`src/sv/bps_pkg.sv`:
```
// ----------------------------------------------------------------------------
// Beep pattern sequencer package
// Shared types, action codes and the beep pattern ROM.
// ----------------------------------------------------------------------------
`default_nettype none

package bps_pkg;

    localparam int STEP_SLOTS_DEF  = 12;
    localparam int PULSE_LIMIT_DEF = 5;

    localparam int ROM_ROWS = 13;
    localparam int ROM_COLS = 12;
    localparam int MS_W     = 10;

    localparam logic [MS_W-1:0] PULSE_ON_MS  = 10'd70;
    localparam logic [MS_W-1:0] PULSE_OFF_MS = 10'd90;

    localparam logic [1:0] ACT_TICK  = 2'd0;
    localparam logic [1:0] ACT_PLAY  = 2'd1;
    localparam logic [1:0] ACT_COUNT = 2'd2;
    localparam logic [1:0] ACT_STOP  = 2'd3;

    typedef struct packed {
        logic [1:0] action;
        logic [3:0] pattern;
        logic [7:0] count;
    } t_cmd;

    typedef struct packed {
        logic buzzer_on;
        logic busy;
    } t_res;

    typedef struct packed {
        logic            level;
        logic [MS_W-1:0] ms;
    } t_step;

    function automatic logic [3:0] rom_len(input logic [3:0] pat);
        logic [3:0] n;
        begin
            case (pat)
                4'd1, 4'd2, 4'd4, 4'd6, 4'd11, 4'd12: n = 4'd1;
                4'd3:                                n = 4'd2;
                4'd5, 4'd10:                         n = 4'd3;
                4'd7:                                n = 4'd5;
                4'd8, 4'd9:                          n = 4'd7;
                default:                             n = 4'd0;
            endcase
            return n;
        end
    endfunction

    function automatic t_step rom_step(input logic [3:0] pat, input logic [3:0] idx);
        t_step s;
        begin
            s.level = 1'b1;
            s.ms    = '0;
            case (pat)
                4'd1:  s.ms = 10'd80;
                4'd2:  s.ms = 10'd200;
                4'd3: begin
                    s.level = ~idx[0];
                    s.ms    = idx[0] ? 10'd90 : 10'd70;
                end
                4'd4:  s.ms = 10'd40;
                4'd5: begin
                    case (idx)
                        4'd0:    s.ms = 10'd60;
                        4'd1: begin
                            s.level = 1'b0;
                            s.ms    = 10'd80;
                        end
                        default: s.ms = 10'd100;
                    endcase
                end
                4'd6:  s.ms = 10'd500;
                4'd7: begin
                    s.level = ~idx[0];
                    s.ms    = 10'd80;
                end
                4'd8: begin
                    if (idx < 4'd6) begin
                        s.level = ~idx[0];
                        s.ms    = idx[0] ? 10'd150 : 10'd250;
                    end else begin
                        s.ms = 10'd400;
                    end
                end
                4'd9: begin
                    if (idx < 4'd6) begin
                        s.level = ~idx[0];
                        s.ms    = 10'd60;
                    end else begin
                        s.ms = 10'd90;
                    end
                end
                4'd10: begin
                    case (idx)
                        4'd0:    s.ms = 10'd100;
                        4'd1: begin
                            s.level = 1'b0;
                            s.ms    = 10'd100;
                        end
                        default: s.ms = 10'd200;
                    endcase
                end
                4'd11: s.ms = 10'd1000;
                4'd12: s.ms = 10'd100;
                default: begin
                    s.level = 1'b0;
                    s.ms    = '0;
                end
            endcase
            return s;
        end
    endfunction

endpackage

`default_nettype wire

```
`src/sv/bps_core.sv`:
```
// ----------------------------------------------------------------------------
// Beep pattern sequencer core
// Playback state and its single-pass update for one request.
// ----------------------------------------------------------------------------
`default_nettype none

module bps_core #(
    parameter int STEP_SLOTS  = bps_pkg::STEP_SLOTS_DEF,
    parameter int PULSE_LIMIT = bps_pkg::PULSE_LIMIT_DEF
) (
    input  wire logic          i_clk,
    input  wire logic          i_rst_n,
    input  wire logic          i_fire,
    input  wire bps_pkg::t_cmd i_cmd,
    output bps_pkg::t_res      o_res
);

    localparam int PULSE_CAP = (PULSE_LIMIT < STEP_SLOTS / 2) ? PULSE_LIMIT : STEP_SLOTS / 2;
    localparam int MS_W      = bps_pkg::MS_W;

    logic            r_playing,  n_playing;
    logic            r_count_mode, n_count_mode;
    logic [3:0]      r_psel,     n_psel;
    logic [3:0]      r_step,     n_step;
    logic [MS_W-1:0] r_ms,       n_ms;
    logic            r_tone,     n_tone;
    logic [3:0]      r_clen,     n_clen;

    logic            do_enter;
    logic [4:0]      e_idx;
    logic [4:0]      e_steps;
    logic [3:0]      tbl_len;
    logic [3:0]      pulses;
    bps_pkg::t_step  rom_q;

    always_comb begin
        n_playing    = r_playing;
        n_count_mode = r_count_mode;
        n_psel       = r_psel;
        n_step       = r_step;
        n_ms         = r_ms;
        n_tone       = r_tone;
        n_clen       = r_clen;
        do_enter     = 1'b0;
        e_idx        = '0;
        pulses       = (i_cmd.count > 8'(PULSE_CAP)) ? 4'(PULSE_CAP) : i_cmd.count[3:0];

        unique case (i_cmd.action)
            bps_pkg::ACT_TICK: begin
                if (r_playing) begin
                    if (r_ms > MS_W'(1)) begin
                        n_ms = r_ms - MS_W'(1);
                    end else begin
                        n_ms     = '0;
                        do_enter = 1'b1;
                        e_idx    = {1'b0, r_step} + 5'd1;
                    end
                end
            end
            bps_pkg::ACT_PLAY: begin
                if (i_cmd.pattern == 4'd0 || i_cmd.pattern >= 4'(bps_pkg::ROM_ROWS)) begin
                    n_playing = 1'b0;
                    n_tone    = 1'b0;
                end else begin
                    n_count_mode = 1'b0;
                    n_psel       = i_cmd.pattern;
                    n_playing    = 1'b1;
                    do_enter     = 1'b1;
                end
            end
            bps_pkg::ACT_COUNT: begin
                if (i_cmd.count == 8'd0) begin
                    n_playing = 1'b0;
                    n_tone    = 1'b0;
                end else begin
                    n_clen       = 4'(pulses << 1);
                    n_count_mode = 1'b1;
                    n_playing    = 1'b1;
                    do_enter     = 1'b1;
                end
            end
            default: begin
                n_playing = 1'b0;
                n_tone    = 1'b0;
            end
        endcase

        tbl_len = bps_pkg::rom_len(n_psel);
        if (n_count_mode) begin
            e_steps = {1'b0, n_clen};
        end else if ({1'b0, tbl_len} > 5'(STEP_SLOTS)) begin
            e_steps = 5'(STEP_SLOTS);
        end else begin
            e_steps = {1'b0, tbl_len};
        end
        rom_q = bps_pkg::rom_step(n_psel, e_idx[3:0]);

        if (do_enter) begin
            if (e_idx >= e_steps) begin
                n_playing = 1'b0;
                n_tone    = 1'b0;
            end else begin
                n_step = e_idx[3:0];
                if (n_count_mode) begin
                    n_tone = ~e_idx[0];
                    n_ms   = e_idx[0] ? bps_pkg::PULSE_OFF_MS : bps_pkg::PULSE_ON_MS;
                end else begin
                    n_tone = rom_q.level;
                    n_ms   = rom_q.ms;
                end
            end
        end
    end

    assign o_res.buzzer_on = n_tone;
    assign o_res.busy      = n_playing;

    always_ff @(posedge i_clk) begin
        if (!i_rst_n) begin
            r_playing    <= 1'b0;
            r_count_mode <= 1'b0;
            r_psel       <= '0;
            r_step       <= '0;
            r_ms         <= '0;
            r_tone       <= 1'b0;
            r_clen       <= '0;
        end else if (i_fire) begin
            r_playing    <= n_playing;
            r_count_mode <= n_count_mode;
            r_psel       <= n_psel;
            r_step       <= n_step;
            r_ms         <= n_ms;
            r_tone       <= n_tone;
            r_clen       <= n_clen;
        end
    end

    a_tone_needs_play: assert property (@(posedge i_clk) disable iff (!i_rst_n)
        r_tone |-> r_playing)
        else $error("buzzer sounding while idle");

    a_ms_nonzero: assert property (@(posedge i_clk) disable iff (!i_rst_n)
        r_playing |-> r_ms != '0)
        else $error("active step with no time left");

    a_count_in_range: assert property (@(posedge i_clk) disable iff (!i_rst_n)
        (r_playing && r_count_mode) |-> r_step < r_clen)
        else $error("count step past pattern end");

    a_table_valid: assert property (@(posedge i_clk) disable iff (!i_rst_n)
        (r_playing && !r_count_mode) |->
            (r_psel != 4'd0 && r_psel < 4'(bps_pkg::ROM_ROWS)))
        else $error("table playback on null pattern");

endmodule

`default_nettype wire

```
`src/sv/beep_pattern_sequencer_unit.sv`:
```
// ----------------------------------------------------------------------------
// Beep pattern sequencer unit
// Buzzer drive from a pattern ROM, one request per cycle while not stalled.
// ----------------------------------------------------------------------------
// Path: an accepted request goes to the input register, and its result to
// the result register, which drives the outputs.
// Throughput: one request per cycle while o_stall is low; the whole update is one pass of logic.
// Reset: synchronous; playback idle, both pipeline stages empty; result register not reset.
// ----------------------------------------------------------------------------
`default_nettype none

module beep_pattern_sequencer_unit #(
    parameter int STEP_SLOTS  = bps_pkg::STEP_SLOTS_DEF,
    parameter int PULSE_LIMIT = bps_pkg::PULSE_LIMIT_DEF
) (
    input  wire logic       i_clk,
    input  wire logic       i_rst_n,
    input  wire logic       i_valid,
    output logic            o_stall,
    input  wire logic [1:0] i_action,
    input  wire logic [3:0] i_pattern,
    input  wire logic [7:0] i_count,
    output logic            o_valid,
    input  wire logic       i_stall,
    output logic            o_buzzer_on,
    output logic            o_busy_res
);

    logic          advance;
    logic          fire;
    logic          r_in_valid;
    logic          r_out_valid;
    bps_pkg::t_cmd r_cmd;
    bps_pkg::t_res r_res;
    bps_pkg::t_res core_res;

    assign advance = !(r_out_valid && i_stall);
    assign fire    = advance && r_in_valid;
    assign o_stall = !advance;

    always_ff @(posedge i_clk) begin
        if (!i_rst_n) begin
            r_in_valid  <= 1'b0;
            r_out_valid <= 1'b0;
        end else if (advance) begin
            r_in_valid  <= i_valid;
            r_out_valid <= r_in_valid;
        end
    end

    always_ff @(posedge i_clk) begin
        if (advance && i_valid) begin
            r_cmd.action  <= i_action;
            r_cmd.pattern <= i_pattern;
            r_cmd.count   <= i_count;
        end
        if (fire) begin
            r_res <= core_res;
        end
    end

    bps_core #(
        .STEP_SLOTS  (STEP_SLOTS),
        .PULSE_LIMIT (PULSE_LIMIT)
    ) u_core (
        .i_clk   (i_clk),
        .i_rst_n (i_rst_n),
        .i_fire  (fire),
        .i_cmd   (r_cmd),
        .o_res   (core_res)
    );

    assign o_valid     = r_out_valid;
    assign o_buzzer_on = r_res.buzzer_on;
    assign o_busy_res  = r_res.busy;

endmodule

`default_nettype wire
```
`config.mk`:
```
export PLATFORM = sky130hd
export DESIGN_NAME = beep_pattern_sequencer_unit
export DESIGN_NICKNAME = d
export VERILOG_FILES = /design/src/sv/bps_pkg.sv /design/src/sv/bps_core.sv /design/src/sv/beep_pattern_sequencer_unit.sv
export SDC_FILE = /design/constraint.sdc
export NUM_CORES = 1
export LEC_CHECK = 0
export ABC_AREA = 1
export ABC_CLOCK_PERIOD_IN_PS = 7050
export BUFFER_PORTS_ARGS = -buffer_cell sky130_fd_sc_hd__clkbuf_2
export CAP_MARGIN = 40
export CORE_MARGIN = 3
export CORE_UTILIZATION = 38
export DETAILED_ROUTE_END_ITERATION = 10
export PLACE_DENSITY = 0.6
export SETUP_SLACK_MARGIN = 0.4
export SYNTH_ARGS = -nofsm -noshare
export SYNTH_HDL_FRONTEND = slang
export SYNTH_SLANG_ARGS = --single-unit
```
`constraint.sdc`:
```
create_clock -name i_clk -period 7.05 [get_ports i_clk]
set_input_delay 1.41 -clock i_clk [delete_from_list [all_inputs] [get_ports i_clk]]
set_output_delay 1.41 -clock i_clk [all_outputs]
set_load 0.01 [all_outputs]
```
# ---- After elaboration in Yosys (flattened, before gate mapping)
# Memories as Yosys holds them, arrays and structs flattened.
# Index checks and enable logic that the tools add are counted.
dict set report word_totals {
  n_memories 1
  in_bits 18
  rom_bits 48
  reg_bits 43
  out_inout_bits 4
}
# memory words word_bits read_ports rd_clocked_by_memory_dff wr line_no
set mem_list {}
lappend mem_list {{(name not given)} 16 3 1 0 0 bps_pkg.sv:43} ;# case (pat)
dict set report op_classes {
  n_eq_ne 15
  muxes 43
  reduce_logical 16
  n_lt_le_gt_ge 6
  addsub 2
  n_bitwise 2
}
# operator count
set op_table {}
lappend op_table {{case mux 10 bit (11 select lines)} 1}
lappend op_table {{2-to-1 mux 10 bit} 7}
lappend op_table {{2-to-1 mux 5 bit} 5}
lappend op_table {{== test 4 bit, second input constant} 5}
lappend op_table {{2-to-1 mux 4 bit} 5}
lappend op_table {{== test 4 x 3 -> 1 bit, second input constant} 4}
lappend op_table {{2-to-1 mux 1 bit} 15}
lappend op_table {{2-to-1 mux 7 bit} 2}
lappend op_table {{case mux 7 bit (2 select lines)} 1}
lappend op_table {{> comparator 10 x 1 -> 1 bit, second input constant} 1}
lappend op_table {{OR reduction 2 bit} 5}
lappend op_table {{subtractor 10 x 1 -> 10 bit, second input constant} 1}
lappend op_table {{case mux 1 bit (3 select lines)} 3}
lappend op_table {{== test 4 x 1 -> 1 bit, second input constant} 2}
lappend op_table {{== test 4 x 2 -> 1 bit, second input constant} 2}
lappend op_table {{> comparator 8 x 3 -> 1 bit, second input constant} 1}
lappend op_table {{zero test 4 bit} 2}
lappend op_table {{zero test 8 bit} 1}
lappend op_table {{2-to-1 mux 8 bit} 1}
lappend op_table {{OR reduction 6 bit} 1}
lappend op_table {{adder 4 x 1 -> 5 bit, second input constant} 1}
lappend op_table {{>= comparator 5 bit} 1}
lappend op_table {{>= comparator 4 bit, second input constant} 1}
lappend op_table {{> comparator 4 bit, second input constant} 1}
lappend op_table {{12 further kinds} 15}

# ---- Depth between registers and ports, before layout
dict set report logic_depth {
  depth_word 11
  depth_mapped 25
  mapped_depth_nobuf 25
}

# ---- Hierarchy
# A second synthesis with hierarchy kept.
dict set report unflattened {
  hier_cells 428
  area_unflattened_um2 2956.6
}
# mod cells_per_inst seq_area_each_um2 area_each_um2 instances
set by_module_without_submodules {}
lappend by_module_without_submodules {bps_core 400 500.5 2386.0 1}
lappend by_module_without_submodules {beep_pattern_sequencer_unit 28 520.5 570.5 1}

# ---- Least setup slack after synthesis
# Ideal clock, no wire load.
dict set report synth_timing {
  path_type {reg-to-reg}
  start {register r_cmd[13] (netlist name)}
  end {register u_core.r_ms[3]}
  synth_period_minus_slack_ns 3.369
  arrival_time_ns 3.238
  stages_incl_launch_ff 20
  required_time_ns 6.919
  setup_slack_ns 3.681
  path_cell_list {edfxtp_1 inv_1 ha_1 nand3_4 o21ai_0 inv_1 ha_1 o31ai_1 o21ai_0 ha_1 nor2_1 o21ai_0 o21ai_0 nand3_2 nor2_8 inv_2 a21oi_2 nand2_1 nand2_1 a21oi_2}
}
dict set report synth_between {
  elab_chain_cells 9
}
# element line_no
set synth_lines {}
lappend synth_lines {{from (decl)} beep_pattern_sequencer_unit.sv:33} ;# bps_pkg::t_cmd r_cmd;
lappend synth_lines {{== test 2 x 1 -> 1 bit (*)} bps_core.sv:48} ;# unique case (i_cmd.action)
lappend synth_lines {{2-to-1 mux 4 bit (*)} bps_core.sv:48}
lappend synth_lines {{named net u_core.n_psel[1]} bps_core.sv:23} ;# logic [3:0] r_psel, n_psel;
lappend synth_lines {{memory read (16 x 3 bit)} -}
lappend synth_lines {{> comparator 4 bit} bps_core.sv:91} ;# end else if ({1'b0, tbl_len} > 5'(STEP_SLOTS)) begin
lappend synth_lines {{2-to-1 mux 4 bit} bps_core.sv:91}
lappend synth_lines {{2-to-1 mux 5 bit} bps_core.sv:89} ;# if (n_count_mode) begin
lappend synth_lines {{>= comparator 5 bit} bps_core.sv:99} ;# if (e_idx >= e_steps) begin
lappend synth_lines {{2-to-1 mux 10 bit (*)} bps_core.sv:99}
lappend synth_lines {{2-to-1 mux 10 bit (*)} bps_core.sv:98} ;# if (do_enter) begin
lappend synth_lines {{to (signal assigned)} bps_core.sv:132} ;# r_ms <= n_ms;
lappend synth_lines {{to (decl)} bps_core.sv:25} ;# logic [MS_W-1:0] r_ms, n_ms;
# The timed path passes the listed nets; every way through them passes the cells marked *.
# A chain may end at the register's enable or synchronous reset.

# ---- Final worst setup path
# Same ends and word-level chain as after synthesis.

==> impl_metrics.json <==
{
  "post_dp_cell_area_um2": 3350,
  "io_buffers": 21,
  "min_path_cells": 2,
  "outcome": "finished clean",
  "start_kind": "register",
  "dp_worst_setup_slack_ns": 3.20,
  "ys_warn_count": 0,
  "power_density_nw_per_um2": 183,
  "critPathSlowestCell": "o21ai_0",
  "rr_worst_depth": 21,
  "globalRouteTotalUtil": 0.164,
  "synth_area_leaders": "dfxtp_1 17%, edfxtp_1 15%, nand2_1 13%",
  "critPathMostFrequentCell": "o21ai_0",
  "io_pins": 22,
  "finalSetupViolations": 0,
  "fin_ws_ns": 3.18,
  "clock_latency_ns": 0.31,
  "routed_wl_mm": 7.46,
  "ys_types": 36,
  "routed_via_density": 5.05,
  "synth_seq_cells": 43,
  "fin_hold_ws_ns": 0.467,
  "setup_tns_ns": 0,
  "first_global_vias": 2667,
  "reg2reg_to": "u_core.r_ms[3]",
  "firstDrtPassIters": 4,
  "slew_headroom": 0.581,
  "drt-initial-drc-count": 180,
  "finalNonFillerCells": 568,
  "seq_area_frac_synth": 0.326,
  "drc": 0,
  "tightestPinTransition_ns": 0.628,
  "crit_arrival_ns": 4.04,
  "synth_area_per_cell_um2": 7.10,
  "slew_violations": 0,
  "cts_resized": 0,
  "numCtsBuffers": 5,
  "die_w_um": 96.8,
  "drive_above_1_share": 0.187,
  "post-cts-setup-buffer-count": 0,
  "routedWlPerCell_um": 13.1,
  "dp_hpwl_mm": 5.90,
  "postRouteAntennaNets": 0,
  "p_sw_frac": 0.359,
  "via_count": 2869,
  "syn2layout_area_growth_pct": 9.99,
  "end_kind": "register",
  "fmax_mhz": 258,
  "globalplace.congestion": 0.909,
  "power_frac_clock": 0.270,
  "path_cells": "inv_1 -> ha_1 -> nand3_4 -> o21ai_0 -> inv_1 -> ha_1 -> inv_1 -> nand3_1 -> o31ai_1 -> o21ai_0 -> ha_1 -> nor2_1 -> o21ai_0 -> o21ai_0 -> nand3_2 -> nor2_8 -> inv_2 -> a21oi_2 -> nand2_1 -> nand2_1 -> a21oi_2",
  "worst-path-max-fanout": 10,
  "r2r_slack_ns": 3.18,
  "numClockSinks": 43,
  "holdPathEnd": "u_core.r_clen[0]",
  "critical_path_class": "reg -> reg",
  "synthesis.area_um2": 3130,
  "intPower_mw": 0.405,
  "synth_nets": 474,
  "cts_hold_buf": 0,
  "die_h_um": 96.8,
  "synth_top_cell_by_area": "dfxtp_1",
  "seqPwrFrac": 0.452,
  "hold_violations": 0,
  "ctsLongestPathBuffers": 2,
  "drv_cap": 0,
  "rr_startpoint": "r_cmd[13]",
  "timing.final.crit_share": 0.549,
  "rows": 32,
  "path_delay_family": "compound AO/OA/AOI/OAI gates",
  "power_frac_comb": 0.279,
  "cts_tree": "done",
  "antenna_found_initial": 0,
  "cts-htree-levels": 2,
  "nNetsFinal": 498,
  "skew_ns": 0.0109,
  "syn_inst": 441,
  "cts.clk_slew.worst_paths_ns": 0.10,
  "start_util": 0.399,
  "final.min_clock_period_ns": 3.87,
  "switching_power_mw": 0.226,
  "rsz0062_at_grt": "false",
  "grt.overflow.total": 0,
  "dp_cells": 560,
  "coreArea_um2": 7850,
  "critPathLaunch": "r_cmd[13]",
  "hp-class": "reg -> reg",
  "critPathRequiredTime_ns": 7.22,
  "finalInstanceArea_um2": 3440,
  "synth_top_area_frac": 0.173,
  "min-delay-start": "u_core.r_clen[0]",
  "p_leak_nw": 1.67,
  "total_power_mw": 0.631,
  "ir_worst_vdd_mv": 0.130,
  "cp_num_buf_inv": 4,
  "grt_max_degree": 20,
  "cts_root_buf": "clkbuf_8",
  "critPathMaxStageDelay_ns": 0.43,
  "final_util": 0.439,
  "grt_pass1_wl_mm": 12.7,
  "die_area_um2": 9360,
  "antenna_cells": 0
}
Yosys cell counts (all sizes together):
| master | n |
|---|---|
| o31ai | 2 |
| nor3b | 1 |
| o21a | 2 |
| nor4 | 1 |
| dfxtp | 27 |
| ha | 15 |
| nand3 | 33 |
| nor2 | 53 |
| edfxtp | 16 |
| nand3b | 1 |
| o21bai | 1 |
| xor2 | 3 |
| clkbuf | 4 |
| nand4 | 7 |
| a211oi | 1 |
| xnor2 | 1 |
| o211ai | 7 |
| o2111ai | 2 |
| a31oi | 3 |
| nand2 | 125 |
| a21oi | 28 |
| o21ai | 34 |
| nor3 | 7 |
| inv | 67 |
routing by layer:
| layer | global-route usage | share of wire | wire [um] | up-vias |
|---|---|---|---|---|
| li1 | - | - | - | 1494 |
| met1 | 0.226 | 0.47 | 3510 | 1305 |
| met2 | 0.264 | 0.46 | 3470 | 58 |
| met3 | 0.0245 | 0.046 | 347 | 12 |
| met4 | 0.0486 | 0.018 | 133 | 0 |
| met5 | 0 | 0 | 0 | - |
sequential cells by signal, indices dropped and copies added (netlist names):
name	flops
u_core.r_tone	1
o_busy_res	1
u_core.r_psel	4
r_in_valid	1
u_core.r_count_mode	1
u_core.r_step	4
o_buzzer_on	1
u_core.r_ms	10
o_valid	1
u_core.r_clen	4
u_core.r_playing	1
r_cmd	14
kinds of logic after synthesis:
| family | after synthesis | share of synthesized area |
|---|---|---|
| adders and majority gates | 15 | 0.0600 |
| buffers and inverters | 71 | 0.0851 |
| AOI/OAI and AO/OA | 80 | 0.147 |
| xor gates and xnor gates | 4 | 0.0112 |
| DFF | 43 | 0.326 |
| and+or+nand+nor | 228 | 0.371 |
worst min-delay path: stages (launching register included):
cell and delay [ns]:
dfxtp_1 0.33, nand3_1 0.07, inv_1 0.03
power by group through the flow:
stage                     combinational [mW]  clock, mW  sequential, mW
final                                  0.176      0.170           0.285
after global routing                   0.200      0.183           0.287
after CTS                              0.176      0.175           0.285
after detailed placement               0.175          0           0.291
after global placement                 0.172          0           0.291
after floorplan                        0.134          0           0.289
placed cells by master, fill, tap and decap left out, types with 2 or more instances in the layout:
| master | synthesis | layout |
|---|---|---|
| xor2_1 | 3 | 3 |
| ha_1 | 15 | 15 |
| dfxtp_1 | 27 | 27 |
| inv_6 | 0 | 2 |
| a21oi_2 | 2 | 2 |
| edfxtp_1 | 16 | 16 |
| nand3_1 | 26 | 26 |
| nor2_2 | 9 | 9 |
| o31ai_1 | 2 | 2 |
| o21ai_0 | 30 | 30 |
| nor2_4 | 6 | 6 |
| o21a_1 | 2 | 2 |
| inv_1 | 56 | 56 |
| nor3_1 | 6 | 6 |
| a31oi_1 | 3 | 3 |
| nand2_2 | 11 | 11 |
| nand2_4 | 8 | 8 |
| inv_2 | 11 | 11 |
| o2111ai_1 | 2 | 2 |
| nor2_1 | 37 | 37 |
| o21ai_1 | 3 | 3 |
| o211ai_1 | 7 | 7 |
| a21oi_1 | 26 | 26 |
| nand2_1 | 106 | 106 |
| nand3_4 | 2 | 2 |
| nand4_1 | 7 | 7 |
| nand3_2 | 5 | 5 |
| clkbuf_2 | 0 | 21 |
| clkbuf_8 | 0 | 5 |
layout make-up:
class,instances,area (um2)
Multi-Input combinational cell,327,1840
Tap cell,102,128
Inverter,67,251
Clock buffer,5,68.8
Sequential cell,43,1020
Clock inverter,3,26.3
Timing Repair Buffer,21,105
Fill cell,861,4400
worst max-delay path by stage:
stage,end,slack [ns],depth (start not counted)
after floorplan,u_core.r_ms[3],3.68,19
after global placement,u_core.r_ms[3],3.44,19
after detailed placement,u_core.r_ms[3],3.20,21
after CTS,u_core.r_ms[3],3.17,21
after global routing,u_core.r_tone,2.76,22
final,u_core.r_ms[3],3.18,21
(Power assumes the default switching activity.)
